==> src/sv/assert_macros.svh <==
// Assertion macros used by the dock clean cycle sequencer RTL.
// No dependencies; include by bare file name.
`ifndef ASSERT_MACROS_SVH
`define ASSERT_MACROS_SVH

`ifndef SYNTHESIS

// Check prop on every rising clk edge, skipped while rst_n is low.
`define DCS_ASSERT(lbl, clk, rst_n, prop, msg) \
  lbl: assert property (@(posedge clk) disable iff (!rst_n) prop) else $error(msg);

// Check prop on every rising clk edge, also during reset.
`define DCS_ASSERT_ALWAYS(lbl, clk, prop, msg) \
  lbl: assert property (@(posedge clk) prop) else $error(msg);

`else

`define DCS_ASSERT(lbl, clk, rst_n, prop, msg)
`define DCS_ASSERT_ALWAYS(lbl, clk, prop, msg)

`endif

`endif

==> src/sv/dcs_pkg.sv <==
// Types, codes and reset constants of the dock clean cycle sequencer.
// No dependencies; used by dcs_step and the top level.
`default_nettype none

package dcs_pkg;

  localparam int unsigned ApbAw = 5;
  localparam int unsigned ApbDw = 32;

  typedef enum logic [3:0] {
    PH_INIT    = 4'd0,
    PH_ADD_S   = 4'd1,
    PH_ADD_W   = 4'd2,
    PH_DRAIN_S = 4'd3,
    PH_DRAIN_W = 4'd4,
    PH_CLEAN_S = 4'd5,
    PH_CLEAN_W = 4'd6,
    PH_FINISH  = 4'd7,
    PH_FAILED  = 4'd8,
    PH_END     = 4'd9
  } phase_e;

  typedef enum logic [2:0] {
    REQ_NONE        = 3'd0,
    REQ_ADD_START   = 3'd1,
    REQ_ADD_STOP    = 3'd2,
    REQ_DRAIN_START = 3'd3,
    REQ_DRAIN_STOP  = 3'd4,
    REQ_CLEAN_START = 3'd5,
    REQ_CLEAN_STOP  = 3'd6
  } req_e;

  typedef enum logic [1:0] {
    VALVE_KEEP  = 2'd0,
    VALVE_OPEN  = 2'd1,
    VALVE_CLOSE = 2'd2
  } valve_e;

  typedef enum logic [2:0] {
    REG_ADD_TIMEOUT   = 3'd0,
    REG_DRAIN_TIMEOUT = 3'd1,
    REG_CLEAN_TICKS   = 3'd2,
    REG_HB_LIMIT      = 3'd3,
    REG_BATT_LOW      = 3'd4,
    REG_BATT_FULL     = 3'd5
  } reg_e;

  localparam logic [15:0] AddTimeoutRst   = 16'd600;
  localparam logic [15:0] DrainTimeoutRst = 16'd600;
  localparam logic [7:0]  CleanTicksRst   = 8'd15;
  localparam logic [7:0]  HbLimitRst      = 8'd5;
  localparam logic [9:0]  BattLowRst      = 10'd200;
  localparam logic [9:0]  BattFullRst     = 10'd995;

  typedef struct packed {
    logic [15:0] add_timeout_ticks;
    logic [15:0] drain_timeout_ticks;
    logic [7:0]  clean_ticks;
    logic [7:0]  heartbeat_limit;
    logic [9:0]  battery_low_permille;
    logic [9:0]  battery_full_permille;
  } cfg_t;

  typedef struct packed {
    phase_e      phase;
    logic [15:0] add_count;
    logic [15:0] drain_count;
    logic [7:0]  clean_count;
    logic [7:0]  prev_heartbeat;
    logic [7:0]  stale_count;
    logic        contact_prev;
    logic        contact_now;
  } state_t;

  typedef struct packed {
    logic       sync_ok;
    logic [7:0] heartbeat;
    logic       electrode_down;
    logic       charging;
    logic       charge_paused;
    logic [9:0] battery_permille;
    logic       clean_water_high;
    logic       sewage_low;
    logic       tank_full;
    logic       emergency;
    logic       service_ok;
  } item_t;

  typedef struct packed {
    phase_e cycle_state;
    req_e   service_request;
    valve_e valve_action;
    logic   pause_pulse;
    logic   motor_enable_pulse;
    logic   battery_update_pulse;
  } result_t;

endpackage

`default_nettype wire

==> src/sv/dcs_ifs.sv <==
// Item channel interfaces of the dock clean cycle sequencer.
// Plain valid/ready channels; no package dependency.
`default_nettype none

interface dcs_in_if;
  logic       valid;
  logic       ready;
  logic       sync_ok;
  logic [7:0] heartbeat;
  logic       electrode_down;
  logic       charging;
  logic       charge_paused;
  logic [9:0] battery_permille;
  logic       clean_water_high;
  logic       sewage_low;
  logic       tank_full;
  logic       emergency;
  logic       service_ok;

  modport source (
    output valid, sync_ok, heartbeat, electrode_down, charging, charge_paused,
           battery_permille, clean_water_high, sewage_low, tank_full, emergency,
           service_ok,
    input  ready
  );
  modport sink (
    input  valid, sync_ok, heartbeat, electrode_down, charging, charge_paused,
           battery_permille, clean_water_high, sewage_low, tank_full, emergency,
           service_ok,
    output ready
  );
endinterface

interface dcs_out_if;
  logic       valid;
  logic       ready;
  logic [3:0] cycle_state;
  logic [2:0] service_request;
  logic [1:0] valve_action;
  logic       pause_pulse;
  logic       motor_enable_pulse;
  logic       battery_update_pulse;

  modport source (
    output valid, cycle_state, service_request, valve_action, pause_pulse,
           motor_enable_pulse, battery_update_pulse,
    input  ready
  );
  modport sink (
    input  valid, cycle_state, service_request, valve_action, pause_pulse,
           motor_enable_pulse, battery_update_pulse,
    output ready
  );
endinterface

`default_nettype wire

==> src/sv/dock_clean_cycle_sequencer_core.sv <==
// Top level of the dock clean cycle sequencer: APB registers, state and result registers.
// Depends on dcs_pkg, dcs_ifs (dcs_in_if, dcs_out_if), dcs_step and assert_macros.svh.
// The result of an accepted item is loaded into the result register.
// Throughput: one item per cycle while results are taken; the state register loops through dcs_step.
// The input holds off only while a result waits in the result register untaken.
// Reset: asynchronous, active low; phase goes to end, counters and contact bits clear,
// registers take their default values. No clearing pass; items are taken right after reset.
`default_nettype none

`include "assert_macros.svh"

module dock_clean_cycle_sequencer_core import dcs_pkg::*; (
  input  wire logic               clk_i,
  input  wire logic               rst_ni,
  // configuration
  input  wire logic               psel,
  input  wire logic               penable,
  input  wire logic               pwrite,
  input  wire logic [ApbAw-1:0]   paddr,
  input  wire logic [ApbDw-1:0]   pwdata,
  output logic      [ApbDw-1:0]   prdata,
  output logic                    pready,
  // item channels
  dcs_in_if.sink                  item_i,
  dcs_out_if.source               result_o
);

  cfg_t    cfg_q;
  state_t  st_q, st_d;
  result_t res_q, res_d;
  item_t   item;
  logic    res_valid_q;
  logic    in_acc;
  logic    cfg_wr;
  reg_e    reg_sel;

  // ---------------------------------------------------------------------------
  // Configuration port: zero wait states, register i at byte address 4*i.
  // ---------------------------------------------------------------------------
  assign pready  = 1'b1;
  assign cfg_wr  = psel && penable && pwrite;
  assign reg_sel = reg_e'(paddr[ApbAw-1:2]);

  always_ff @(posedge clk_i or negedge rst_ni) begin
    if (!rst_ni) begin
      cfg_q.add_timeout_ticks     <= AddTimeoutRst;
      cfg_q.drain_timeout_ticks   <= DrainTimeoutRst;
      cfg_q.clean_ticks           <= CleanTicksRst;
      cfg_q.heartbeat_limit       <= HbLimitRst;
      cfg_q.battery_low_permille  <= BattLowRst;
      cfg_q.battery_full_permille <= BattFullRst;
    end else if (cfg_wr) begin
      case (reg_sel)
        REG_ADD_TIMEOUT:   cfg_q.add_timeout_ticks     <= pwdata[15:0];
        REG_DRAIN_TIMEOUT: cfg_q.drain_timeout_ticks   <= pwdata[15:0];
        REG_CLEAN_TICKS:   cfg_q.clean_ticks           <= pwdata[7:0];
        REG_HB_LIMIT:      cfg_q.heartbeat_limit       <= pwdata[7:0];
        REG_BATT_LOW:      cfg_q.battery_low_permille  <= pwdata[9:0];
        REG_BATT_FULL:     cfg_q.battery_full_permille <= pwdata[9:0];
        default: begin
          // unmapped slots: drop the write
        end
      endcase
    end
  end

  always_comb begin
    case (reg_sel)
      REG_ADD_TIMEOUT:   prdata = {16'd0, cfg_q.add_timeout_ticks};
      REG_DRAIN_TIMEOUT: prdata = {16'd0, cfg_q.drain_timeout_ticks};
      REG_CLEAN_TICKS:   prdata = {24'd0, cfg_q.clean_ticks};
      REG_HB_LIMIT:      prdata = {24'd0, cfg_q.heartbeat_limit};
      REG_BATT_LOW:      prdata = {22'd0, cfg_q.battery_low_permille};
      REG_BATT_FULL:     prdata = {22'd0, cfg_q.battery_full_permille};
      default:           prdata = '0;
    endcase
  end

  // ---------------------------------------------------------------------------
  // Input side: take a new item whenever the result register is empty or is
  // being drained this cycle; hold the input only while a result waits untaken.
  // ---------------------------------------------------------------------------
  assign item_i.ready = !res_valid_q || result_o.ready;
  assign in_acc       = item_i.valid && item_i.ready;

  assign item.sync_ok          = item_i.sync_ok;
  assign item.heartbeat        = item_i.heartbeat;
  assign item.electrode_down   = item_i.electrode_down;
  assign item.charging         = item_i.charging;
  assign item.charge_paused    = item_i.charge_paused;
  assign item.battery_permille = item_i.battery_permille;
  assign item.clean_water_high = item_i.clean_water_high;
  assign item.sewage_low       = item_i.sewage_low;
  assign item.tank_full        = item_i.tank_full;
  assign item.emergency        = item_i.emergency;
  assign item.service_ok       = item_i.service_ok;

  // One tick of the sequence: watchdog, contact edges, then the phase step.
  dcs_step u_step (
    .cfg_i    (cfg_q),
    .state_i  (st_q),
    .item_i   (item),
    .state_o  (st_d),
    .result_o (res_d)
  );

  // Sequencer state: advance only on an accepted item.
  always_ff @(posedge clk_i or negedge rst_ni) begin
    if (!rst_ni) begin
      st_q.phase          <= PH_END;
      st_q.add_count      <= '0;
      st_q.drain_count    <= '0;
      st_q.clean_count    <= '0;
      st_q.prev_heartbeat <= '0;
      st_q.stale_count    <= '0;
      st_q.contact_prev   <= 1'b0;
      st_q.contact_now    <= 1'b0;
    end else if (in_acc) begin
      st_q <= st_d;
    end
  end

  // Result register: valid clears when taken, sets on a new item.
  always_ff @(posedge clk_i or negedge rst_ni) begin
    if (!rst_ni) begin
      res_valid_q <= 1'b0;
    end else if (in_acc) begin
      res_valid_q <= 1'b1;
    end else if (result_o.ready) begin
      res_valid_q <= 1'b0;
    end
  end

  // Payload needs no reset; load it with each accepted item.
  always_ff @(posedge clk_i) begin
    if (in_acc) begin
      res_q <= res_d;
    end
  end

  assign result_o.valid                = res_valid_q;
  assign result_o.cycle_state          = res_q.cycle_state;
  assign result_o.service_request      = res_q.service_request;
  assign result_o.valve_action         = res_q.valve_action;
  assign result_o.pause_pulse          = res_q.pause_pulse;
  assign result_o.motor_enable_pulse   = res_q.motor_enable_pulse;
  assign result_o.battery_update_pulse = res_q.battery_update_pulse;

  // ---------------------------------------------------------------------------
  // Assertions
  // ---------------------------------------------------------------------------
  // Sequencer state must hold between accepted items.
  `DCS_ASSERT(a_state_hold, clk_i, rst_ni, !in_acc |=> $stable(st_q), "state moved without an item")
  // A contact edge always raises both pulses together.
  `DCS_ASSERT(a_edge_pulses, clk_i, rst_ni, res_valid_q |-> (res_q.motor_enable_pulse == res_q.battery_update_pulse), "motor and battery pulses differ")
  // A service request only comes out of a started or waiting phase.
  `DCS_ASSERT(a_req_phase, clk_i, rst_ni, (res_valid_q && (res_q.service_request != REQ_NONE)) |-> ((res_q.cycle_state != PH_INIT) && (res_q.cycle_state != PH_END) && (res_q.cycle_state != PH_ADD_S)), "service request from idle phase")
  // The pause pulse never comes with a cycle that fell back to init.
  `DCS_ASSERT(a_pause_phase, clk_i, rst_ni, (res_valid_q && res_q.pause_pulse) |-> (res_q.cycle_state != PH_INIT), "pause pulse in init phase")

endmodule

`default_nettype wire

==> src/sv/dcs_step.sv <==
// Next-state and result logic for one tick of the clean cycle sequencer.
// Depends on dcs_pkg; purely combinational.
`default_nettype none

module dcs_step import dcs_pkg::*; (
  input  cfg_t    cfg_i,
  input  state_t  state_i,
  input  item_t   item_i,
  output state_t  state_o,
  output result_t result_o
);

  always_comb begin
    state_t  st;
    result_t res;
    logic    handle;
    logic    go;
    logic    wait_charge;

    st          = state_i;
    handle      = 1'b0;
    go          = 1'b1;
    wait_charge = 1'b0;
    res.service_request      = REQ_NONE;
    res.valve_action         = VALVE_KEEP;
    res.pause_pulse          = 1'b0;
    res.motor_enable_pulse   = 1'b0;
    res.battery_update_pulse = 1'b0;

    if (item_i.sync_ok) begin
      // heartbeat watchdog, saturating
      if (state_i.prev_heartbeat == item_i.heartbeat) begin
        if (state_i.stale_count != 8'hFF) begin
          st.stale_count = state_i.stale_count + 8'd1;
        end
      end else begin
        st.stale_count = 8'd0;
      end
      st.prev_heartbeat = item_i.heartbeat;

      if (st.stale_count > cfg_i.heartbeat_limit) begin
        st.contact_prev = 1'b0;
        st.contact_now  = 1'b0;
        if (st.phase != PH_END) begin
          st.phase = PH_FAILED;
          handle   = 1'b1;
        end
      end else begin
        st.contact_prev = state_i.contact_now;
        st.contact_now  = item_i.electrode_down;
        if (item_i.electrode_down != state_i.contact_now) begin
          if (item_i.electrode_down) begin
            res.motor_enable_pulse   = 1'b1;
            res.battery_update_pulse = 1'b1;
            st.phase                 = PH_INIT;
          end else begin
            st.phase = PH_FAILED;
            handle   = 1'b1;
            go       = 1'b0;
          end
        end
        if (go && item_i.electrode_down) begin
          if ((item_i.charging || (item_i.battery_permille >= cfg_i.battery_full_permille))
              && (st.phase == PH_INIT)) begin
            if (item_i.battery_permille < cfg_i.battery_low_permille) begin
              wait_charge = 1'b1;
            end else begin
              st.phase = PH_ADD_S;
            end
          end
          if (!wait_charge) begin
            if ((st.phase >= PH_ADD_S) && (st.phase <= PH_FAILED)) begin
              res.pause_pulse = 1'b1;
            end
            if (item_i.charge_paused) begin
              handle = 1'b1;
            end
          end
        end
      end

      if (handle) begin
        case (st.phase)
          PH_ADD_S: begin
            if (item_i.clean_water_high) begin
              st.phase = PH_DRAIN_S;
            end else begin
              res.service_request = REQ_ADD_START;
              st.phase = item_i.service_ok ? PH_ADD_W : PH_FAILED;
            end
          end
          PH_ADD_W: begin
            if (st.add_count != 16'hFFFF) begin
              st.add_count = st.add_count + 16'd1;
            end
            if (item_i.clean_water_high || (st.add_count >= cfg_i.add_timeout_ticks)) begin
              st.add_count        = 16'd0;
              res.service_request = REQ_ADD_STOP;
              st.phase = item_i.service_ok ? PH_DRAIN_S : PH_FAILED;
            end
          end
          PH_DRAIN_S: begin
            if (item_i.sewage_low) begin
              st.phase = PH_CLEAN_S;
            end else begin
              res.service_request = REQ_DRAIN_START;
              st.phase = item_i.service_ok ? PH_DRAIN_W : PH_FAILED;
            end
          end
          PH_DRAIN_W: begin
            if (st.drain_count != 16'hFFFF) begin
              st.drain_count = st.drain_count + 16'd1;
            end
            if (item_i.sewage_low || (st.drain_count >= cfg_i.drain_timeout_ticks)) begin
              st.drain_count      = 16'd0;
              res.valve_action    = VALVE_CLOSE;
              res.service_request = REQ_DRAIN_STOP;
              st.phase = item_i.service_ok ? PH_CLEAN_S : PH_FAILED;
            end else begin
              res.valve_action = (item_i.tank_full || item_i.emergency) ? VALVE_CLOSE
                                                                         : VALVE_OPEN;
            end
          end
          PH_CLEAN_S: begin
            res.service_request = REQ_CLEAN_START;
            st.phase = item_i.service_ok ? PH_CLEAN_W : PH_FAILED;
          end
          PH_CLEAN_W: begin
            if (st.clean_count != 8'hFF) begin
              st.clean_count = st.clean_count + 8'd1;
            end
            if (st.clean_count > cfg_i.clean_ticks) begin
              res.service_request = REQ_CLEAN_STOP;
              st.phase       = item_i.service_ok ? PH_FINISH : PH_FAILED;
              st.clean_count = 8'd0;
            end
          end
          PH_FINISH: begin
            st.phase = PH_END;
          end
          PH_FAILED: begin
            st.add_count     = 16'd0;
            st.drain_count   = 16'd0;
            st.clean_count   = 8'd0;
            res.valve_action = VALVE_CLOSE;
            st.phase         = PH_END;
          end
          default: begin
          end
        endcase
      end
    end

    res.cycle_state = st.phase;
    state_o  = st;
    result_o = res;
  end

endmodule

`default_nettype wire
==> src/flat_wrapper.sv <==
// flat-port wrapper written by rule: the top's interface ports become plain ports
module dock_clean_cycle_sequencer_core_flat import dcs_pkg::*;
  (clk_i, rst_ni, psel, penable, pwrite, paddr, pwdata, prdata, pready, item_i_valid, item_i_sync_ok, item_i_heartbeat, item_i_electrode_down, item_i_charging, item_i_charge_paused, item_i_battery_permille, item_i_clean_water_high, item_i_sewage_low, item_i_tank_full, item_i_emergency, item_i_service_ok, item_i_ready, result_o_valid, result_o_cycle_state, result_o_service_request, result_o_valve_action, result_o_pause_pulse, result_o_motor_enable_pulse, result_o_battery_update_pulse, result_o_ready);
  dcs_in_if item_i_i ();
  dcs_out_if result_o_i ();
  input  wire logic clk_i;
  input  wire logic rst_ni;
  input  wire logic psel;
  input  wire logic penable;
  input  wire logic pwrite;
  input  wire logic [ApbAw-1:0] paddr;
  input  wire logic [ApbDw-1:0] pwdata;
  output logic      [ApbDw-1:0] prdata;
  output logic pready;
  input wire logic [$bits(item_i_i.valid)-1:0] item_i_valid;
  input wire logic [$bits(item_i_i.sync_ok)-1:0] item_i_sync_ok;
  input wire logic [$bits(item_i_i.heartbeat)-1:0] item_i_heartbeat;
  input wire logic [$bits(item_i_i.electrode_down)-1:0] item_i_electrode_down;
  input wire logic [$bits(item_i_i.charging)-1:0] item_i_charging;
  input wire logic [$bits(item_i_i.charge_paused)-1:0] item_i_charge_paused;
  input wire logic [$bits(item_i_i.battery_permille)-1:0] item_i_battery_permille;
  input wire logic [$bits(item_i_i.clean_water_high)-1:0] item_i_clean_water_high;
  input wire logic [$bits(item_i_i.sewage_low)-1:0] item_i_sewage_low;
  input wire logic [$bits(item_i_i.tank_full)-1:0] item_i_tank_full;
  input wire logic [$bits(item_i_i.emergency)-1:0] item_i_emergency;
  input wire logic [$bits(item_i_i.service_ok)-1:0] item_i_service_ok;
  output wire logic [$bits(item_i_i.ready)-1:0] item_i_ready;
  output wire logic [$bits(result_o_i.valid)-1:0] result_o_valid;
  output wire logic [$bits(result_o_i.cycle_state)-1:0] result_o_cycle_state;
  output wire logic [$bits(result_o_i.service_request)-1:0] result_o_service_request;
  output wire logic [$bits(result_o_i.valve_action)-1:0] result_o_valve_action;
  output wire logic [$bits(result_o_i.pause_pulse)-1:0] result_o_pause_pulse;
  output wire logic [$bits(result_o_i.motor_enable_pulse)-1:0] result_o_motor_enable_pulse;
  output wire logic [$bits(result_o_i.battery_update_pulse)-1:0] result_o_battery_update_pulse;
  input wire logic [$bits(result_o_i.ready)-1:0] result_o_ready;
  assign item_i_i.valid = item_i_valid;
  assign item_i_i.sync_ok = item_i_sync_ok;
  assign item_i_i.heartbeat = item_i_heartbeat;
  assign item_i_i.electrode_down = item_i_electrode_down;
  assign item_i_i.charging = item_i_charging;
  assign item_i_i.charge_paused = item_i_charge_paused;
  assign item_i_i.battery_permille = item_i_battery_permille;
  assign item_i_i.clean_water_high = item_i_clean_water_high;
  assign item_i_i.sewage_low = item_i_sewage_low;
  assign item_i_i.tank_full = item_i_tank_full;
  assign item_i_i.emergency = item_i_emergency;
  assign item_i_i.service_ok = item_i_service_ok;
  assign item_i_ready = item_i_i.ready;
  assign result_o_valid = result_o_i.valid;
  assign result_o_cycle_state = result_o_i.cycle_state;
  assign result_o_service_request = result_o_i.service_request;
  assign result_o_valve_action = result_o_i.valve_action;
  assign result_o_pause_pulse = result_o_i.pause_pulse;
  assign result_o_motor_enable_pulse = result_o_i.motor_enable_pulse;
  assign result_o_battery_update_pulse = result_o_i.battery_update_pulse;
  assign result_o_i.ready = result_o_ready;
  dock_clean_cycle_sequencer_core u_core (.clk_i(clk_i), .rst_ni(rst_ni), .psel(psel), .penable(penable), .pwrite(pwrite), .paddr(paddr), .pwdata(pwdata), .prdata(prdata), .pready(pready), .item_i(item_i_i), .result_o(result_o_i));
endmodule
==> config.mk <==
export PLATFORM = sky130hd
export DESIGN_NAME = dock_clean_cycle_sequencer_core_flat
export DESIGN_NICKNAME = d
export VERILOG_FILES = /design/src/sv/dcs_pkg.sv /design/src/sv/dcs_ifs.sv /design/src/sv/dock_clean_cycle_sequencer_core.sv /design/src/sv/dcs_step.sv /design/src/flat_wrapper.sv
export VERILOG_INCLUDE_DIRS = /design/src /design/src/sv
export SDC_FILE = /design/constraint.sdc
export NUM_CORES = 1
export LEC_CHECK = 0
export BUFFER_PORTS_ARGS = -buffer_cell sky130_fd_sc_hd__buf_2
export CORE_MARGIN = 2
export CORE_UTILIZATION = 25
export CTS_CLUSTER_DIAMETER = 150
export CTS_CLUSTER_SIZE = 12
export DETAILED_ROUTE_END_ITERATION = 6
export GPL_ROUTABILITY_DRIVEN = 0
export SYNTH_ARGS = -nofsm -noshare
export SYNTH_HDL_FRONTEND = slang
export SYNTH_SLANG_ARGS = --single-unit
export TNS_END_PERCENT = 30
==> constraint.sdc <==
create_clock -name clk_i -period 4.35 [get_ports clk_i]
set_clock_uncertainty 0.05 [all_clocks]
set_input_delay 0 -clock clk_i [delete_from_list [all_inputs] [get_ports clk_i]]
set_output_delay 0 -clock clk_i [all_outputs]
set_load 0.02 [all_outputs]
Word-level counts from Yosys, hierarchy flattened
Cells that the tools add are included.
W data, S select, Z words.
Word-level totals
  flip-flop bits (word level): 143
  bits in latches: 0
  memory bits (writable): 0
  memory bits (read-only): 0
  input bits: 71
  output and inout port bits: 47
  memories kept: 0
Cells by class
  $add $sub $neg: 4
  $mul: 0
  div/mod/pow operators: 0
  magnitude comparators: 8
  equality and inequality tests: 20
  shift operators: 0
  muxes and demuxes: 79
  bitwise gates (word level): 3
  reductions and logical operators: 32
Operators by type and width (count)
  $mux W16: 9
  $pmux W16 S6: 1
  $mux W4: 23
  $mux W8: 8
  $pmux W16 S2: 2
  $mux W62: 1
  $mux W44: 1
  $add A16 B1 Y16 const B: 2
  $ge A16 B16 Y1: 2
  $ne A16 B16 Y1 const B: 2
  $pmux W4 S7: 1
  $mux W1: 21
  $mux W20: 1
  $pmux W3 S6: 1
  $add A8 B1 Y8 const B: 2
  $eq A4 B3 Y1 const B: 4
  $gt A8 B8 Y1: 2
  $ne A8 B8 Y1 const B: 2
  $pmux W8 S2: 1
  $reduce_and A2 Y1: 8
  $mux W2: 6
  $reduce_and A4 Y1: 3
  $ge A10 B10 Y1: 1
  $lt A10 B10 Y1: 1
  23 further kinds: 41

Longest topological paths before layout
  depth in word-level cells: 26
  mapped depth: 19
  depth with buffers taken out: 17

Modules after synthesis
From an unflattened synthesis, not the netlist that was laid out.
Unflattened totals
  cells, all modules: 1069
  area, all modules: 10583.9 um^2
Modules (own cells, without submodules)
  dock_clean_cycle_sequencer_core: instances 1, cells each 389, area an instance 6068.3 um^2, sequential area each 3671.0 um^2
  dcs_step: instances 1, cells each 680, area an instance 4515.6 um^2, sequential area each 0.0 um^2

Worst setup path before layout
OpenSTA, ideal clock, no wires.
  kind: reg-to-reg
  start point: register u_core.st_q[29] (netlist name)
  end point: register u_core.res_q (netlist bit u_core.result_o.cycle_state[0]) (data pin)
  arrival: 3811 ps
  setup slack: 229 ps
  cell stages (with the launch flop): 19
  path buffers: 2
  path through: dfrtp_1 > clkbuf_1 > nand3_1 > nor4_2 > nand4_1 > and4_1 > clkbuf_1 > nand3_1 > xnor2_1 > ha_1 > o211a_1 > o311a_1 > a211oi_1 > o21ai_0 > a21o_1 > a31oi_1 > a31oi_1 > a31o_2 > mux2_2
RTL lines
  start: declaration: RTL line dock_clean_cycle_sequencer_core.sv:29  | state_t st_q, st_d;
  start signal: assignment: RTL line dock_clean_cycle_sequencer_core.sv:119  | st_q <= st_d;
  end signal: assignment: RTL line dock_clean_cycle_sequencer_core.sv:137  | res_q <= res_d;
  end: declaration: RTL line dock_clean_cycle_sequencer_core.sv:30  | result_t res_q, res_d;

==> results summary <==
STA classifies the critical path startpoint as a register. The buffers plus inverters on the worst setup path is 2. The floorplan core area is 37,800 µm². The kind of cell adding the most delay to the critical path is simple AND/OR/NAND/NOR gates. The diode insertion count for antenna repair is 0. The setup slack of the worst register-to-register path came out at between 150 and 200 ps. The primary flip-flop cell chosen by synthesis mapping is sky130_fd_sc_hd__dfrtp_1. The maximum number of pins on one net before global-route repair is 72.

In the final routed layout, each cell accounts on average for between 15 and 20 µm. The power density over the cells came out at ~400 nW/µm². The worst setup path is captured at a register.

The largest fanout on the critical path is 7. The I/O pin total came out at 118. The initial core utilization is 0.255. The worst hold path begins at item_i_tank_full. CTS placed an instance of sky130_fd_sc_hd__clkbuf_16 at the clock tree root. The count of nets left with antenna violations once routing finished came out at 0. The async set-or-reset flop fraction in the synthesized netlist came out at 0.922. The count of port buffers added during placement is 82. The share of total power dissipated in sequential elements is 0.362. The number of placed instances with taps included came out at around 1,700. The number of fillers in the final layout came out at about 4,000. The number of cell rows came out at 71.

The worst register-to-register path ends at u_core.result_o.cycle_state[0]$_DFFE_PP_. The number of endpoints with negative hold slack in the final report came to 0. The final standard cell count with taps included and fillers excluded is between 1,500 and 2,000. The worst-case clock buffer depth is 2.

For this run, the top clock speed supported by timing is 0.238 GHz. The synthesized area divided by synthesized cell count came out at a little under 9 µm². The number of antenna violations at the first check in global routing is 0. The share of total power dissipated in combinational logic is 0.327. The full die area is roughly 40,000 µm². The routed via count came out at between 8,000 and 9,000. The first global-routing pass estimated roughly 44,000 µm of wire. The worst relative slew slack is 0.328. The share of cells above drive strength 1 is 0.227. The run finished with clean final reports.

The critical path is of the reg -> reg type. The number of slew-limit violations in the final report was 0. The time the worst path needs with I/O delays and setup is approximately 4200 ps.

The total internal power is 3110 µW. The sequential share of the synthesized area is 0.375. In the routed layout, each cell is associated on average with a via count of approximately 4.8. On the final layout, the worst hold slack is about 58 ps. Setup repair after global routing could not meet its margin everywhere. The layout net count came out at 1,366. Of the total power, the share spent switching nets is 0.350.

The data required time at the worst endpoint came out at between 4000 and 5000 ps. The number of standard cells after synthesis came out at ~1,100. The worst reg-to-reg path cell count came out at 19. The final clock period utilization by the worst path came out at 0.964. The number of detailed-routing iterations run before antenna repair is 4. The tightest min-delay check is of the in -> reg type. The total standard cell area after synthesis came out at between 9000 and 10,000 µm².

The total grt overflow came out at 0. The footprint of the multi-input gates is between 5000 and 6000 µm². The count of clock tree sinks is about 140. The number of maximum-capacitance violations came out at 0. The analysis attributes to net switching a power of approximately 1700 µW.

The total global-route track usage is 0.137. The slew at the pin with the worst max-slew slack came out at 1000 ps. In this run the critical register-to-register path is launched from u_core.st_q[3]$_DFFE_PN0P_. The post-synthesis sequential element count is ~140. The path with the worst hold slack has its endpoint at u_core.result_o.valve_action[1]$_SDFFCE_PN0P_. The number of warnings issued by yosys came out at 0. The cell count of the worst hold path is 4. The number of global-route vias before repair is 8,208. In this run the horizontal extent of the chip is 200 µm. The placed wire-length estimate came out at about 21,000 µm.

In this run the number of H-tree levels came out at 4. The post-synthesis to final-layout area growth came out at 23.5%. The count of final setup violators is 0. The number of distinct standard cells referenced by the synthesized netlist is 76.

Of the total power, the clock network draws 0.311. The signal on the critical path passes through ha_1 > and4_1 > nand4_1 > nor2b_1 > nand3_1 > xor2_1 > nor2_1 > ha_1 > a211oi_2 > nor2_2 > and4bb_2 > nor2_2 > buf_4 > a211oi_4 > buf_4 > a2111o_1 > nand2_1 > a31o_2 > mux2_2. The highest cell delay on the worst timing path is ~420 ps. The clock-pin slew on the worst setup and hold paths is around 60 ps. The TritonCTS buffer count is 17. The total wire length is 27,800 µm. TritonCTS built the clock tree. For the worst-skew pair, the clock arrives at the later sink with an insertion delay of approximately 440 ps.

The initial DRC count is 517. Summed over all cells, the static leakage comes to 0.00556 µW. The vertical die dimension came out at 200 µm. The largest voltage drop on the vdd net came out at 0.000312 V. After detailed routing, the number of remaining DRC violations is 0.

The master of the slowest instance on the critical path is sky130_fd_sc_hd__dfrtp_1. The number of enable-type register cells in the synthesized netlist came out at 11. The signal arrival time at the worst endpoint came out at ~4300 ps. The storage element area is 3620 µm².
[cells in the mapped netlist, drive strengths merged (11+ instances only)]
cell | instances | area share
xor2 | 16 | 0.015
and3 | 22 | 0.014
clkbuf | 32 | 0.012
dfstp | 26 | 0.071
edfxtp | 11 | 0.034
nor2 | 61 | 0.024
nand2 | 144 | 0.056
nor3 | 12 | 0.0062
and2 | 13 | 0.0084
dfrtp | 104 | 0.27
o31ai | 24 | 0.020
mux2i | 15 | 0.016
mux2 | 39 | 0.046
ha | 72 | 0.093
a21oi | 36 | 0.019
o21ai | 96 | 0.050
buf | 29 | 0.021
xnor2 | 16 | 0.015
a21o | 17 | 0.013
nand4 | 20 | 0.013
a31oi | 12 | 0.0078
nand3 | 51 | 0.026
nor2b | 15 | 0.0097
inv | 77 | 0.030
[power by group through the flow]
stage          registers (µW)  logic [µW]  clock network (µW)
2_1_floorplan            1710        1030                   0
3_3_place_gp             1740        1460                   0
3_5_place_dp             1750        1490                   0
4_1_cts                  1730        1520                1520
5_1_grt                  1760        1750                1580
6_report                 1730        1560                1490
[cell families (layout without fill, tap and decap cells)]
logic type | Yosys count | count (layout) | share of synthesized area
XOR/XNOR | 32 | 32 | 0.0291
AND/OR/NAND/NOR | 383 | 383 | 0.193
AO/OA/AOI/OAI | 254 | 255 | 0.175
flip-flops | 141 | 141 | 0.375
other | 2 | 17 | 0.000779
multiplexers | 58 | 58 | 0.0704
buffers and inverters | 138 | 278 | 0.0637
adder cells (fa/ha/maj) | 72 | 72 | 0.0934
[routing by layer]
metal,vias up,part of all wire,track usage
li1,4115,-,-
met2,175,0.46,0.220
met4,0,0.012,0.0336
met3,26,0.049,0.0359
met1,4016,0.47,0.184
met5,-,0,0
[cell type report]
class / instances / share of cell area
clock inverter: 6 / 0.00483
multi-input combinational: 817 / 0.471
clock buffer: 26 / 0.0446
inverter: 77 / 0.0243
tap: 511 / 0.0537
sequential: 141 / 0.304
timing repair buffer: 169 / 0.0981
[how the worst max path moves through the flow]
stage,start,endpoint,slack (ps),cells after the start
after global routing,u_core.st_q[46]$_DFFE_PN0P_,u_core.result_o.cycle_state[1]$_DFFE_PP_,-50,17
after floorplan,u_core.st_q[29]$_DFFE_PN0P_,u_core.result_o.cycle_state[0]$_DFFE_PP_,230,18
after CTS,u_core.st_q[17]$_DFFE_PN0P_,u_core.st_q[44]$_DFFE_PN0P_,40,14
after detailed placement,u_core.st_q[17]$_DFFE_PN0P_,u_core.st_q[44]$_DFFE_PN0P_,-70,14
final,u_core.st_q[3]$_DFFE_PN0P_,u_core.result_o.cycle_state[0]$_DFFE_PP_,150,19
after global placement,u_core.st_q[17]$_DFFE_PN0P_,u_core.st_q[56]$_DFFE_PN0P_,100,14
[registers in the layout, indices dropped and copies added (netlist names)]
signal	count
u_core.cfg_q	68
u_core.st_q	61
u_core.result_o.cycle_state	4
u_core.result_o.service_request	3
u_core.result_o.valve_action	2
u_core.result_o.battery_update_pulse	1
u_core.result_o.pause_pulse	1
u_core.result_o.valid	1
[through the flow]
stage	total power (µW)	cell area (µm²)	setup TNS, ps	utilization	setup slack, ps
after floorplan	2740	9700	0	-	229
after global placement	3200	10800	0	0.286	100
after detailed placement	3240	10800	-93.5	0.286	-69.5
after CTS	4770	11700	0	0.310	38.8
after global routing	5080	11900	-97.5	0.315	-49.8
final	4790	11900	0	0.315	155
[what timing repair did]
action / in CTS / in global routing
gates cloned: 0 / 1
gates resized for setup: 2 / 26
endpoints found under the setup margin: 4 / 32
endpoints found under the hold margin: 138 / 0
setup buffers: 0 / 6
hold buffers: 31 / 0
pin swaps: 0 / 7
[cell usage in the layout, fill, tap and decap left out, types with 22 or more instances in the layout]
master | synthesis | final
sky130_fd_sc_hd__dlygate4sd3_1 | 0 | 31
sky130_fd_sc_hd__nand3_1 | 51 | 49
sky130_fd_sc_hd__dfstp_2 | 26 | 26
sky130_fd_sc_hd__inv_1 | 77 | 77
sky130_fd_sc_hd__ha_1 | 72 | 72
sky130_fd_sc_hd__buf_4 | 18 | 55
sky130_fd_sc_hd__nor2_1 | 59 | 57
sky130_fd_sc_hd__o21ai_0 | 82 | 82
sky130_fd_sc_hd__buf_2 | 5 | 81
sky130_fd_sc_hd__and3_1 | 22 | 22
sky130_fd_sc_hd__a21oi_1 | 36 | 34
sky130_fd_sc_hd__mux2_2 | 39 | 39
sky130_fd_sc_hd__nand2_1 | 144 | 142
sky130_fd_sc_hd__dfrtp_1 | 104 | 104
[worst min-delay path, cell delays in order]
cell                      delay (ps)
sky130_fd_sc_hd__buf_2            90
sky130_fd_sc_hd__or3_1           140
sky130_fd_sc_hd__a21oi_1         110
sky130_fd_sc_hd__nor2_1           90
No activity file was read; power rests on OpenSTA's default activity.
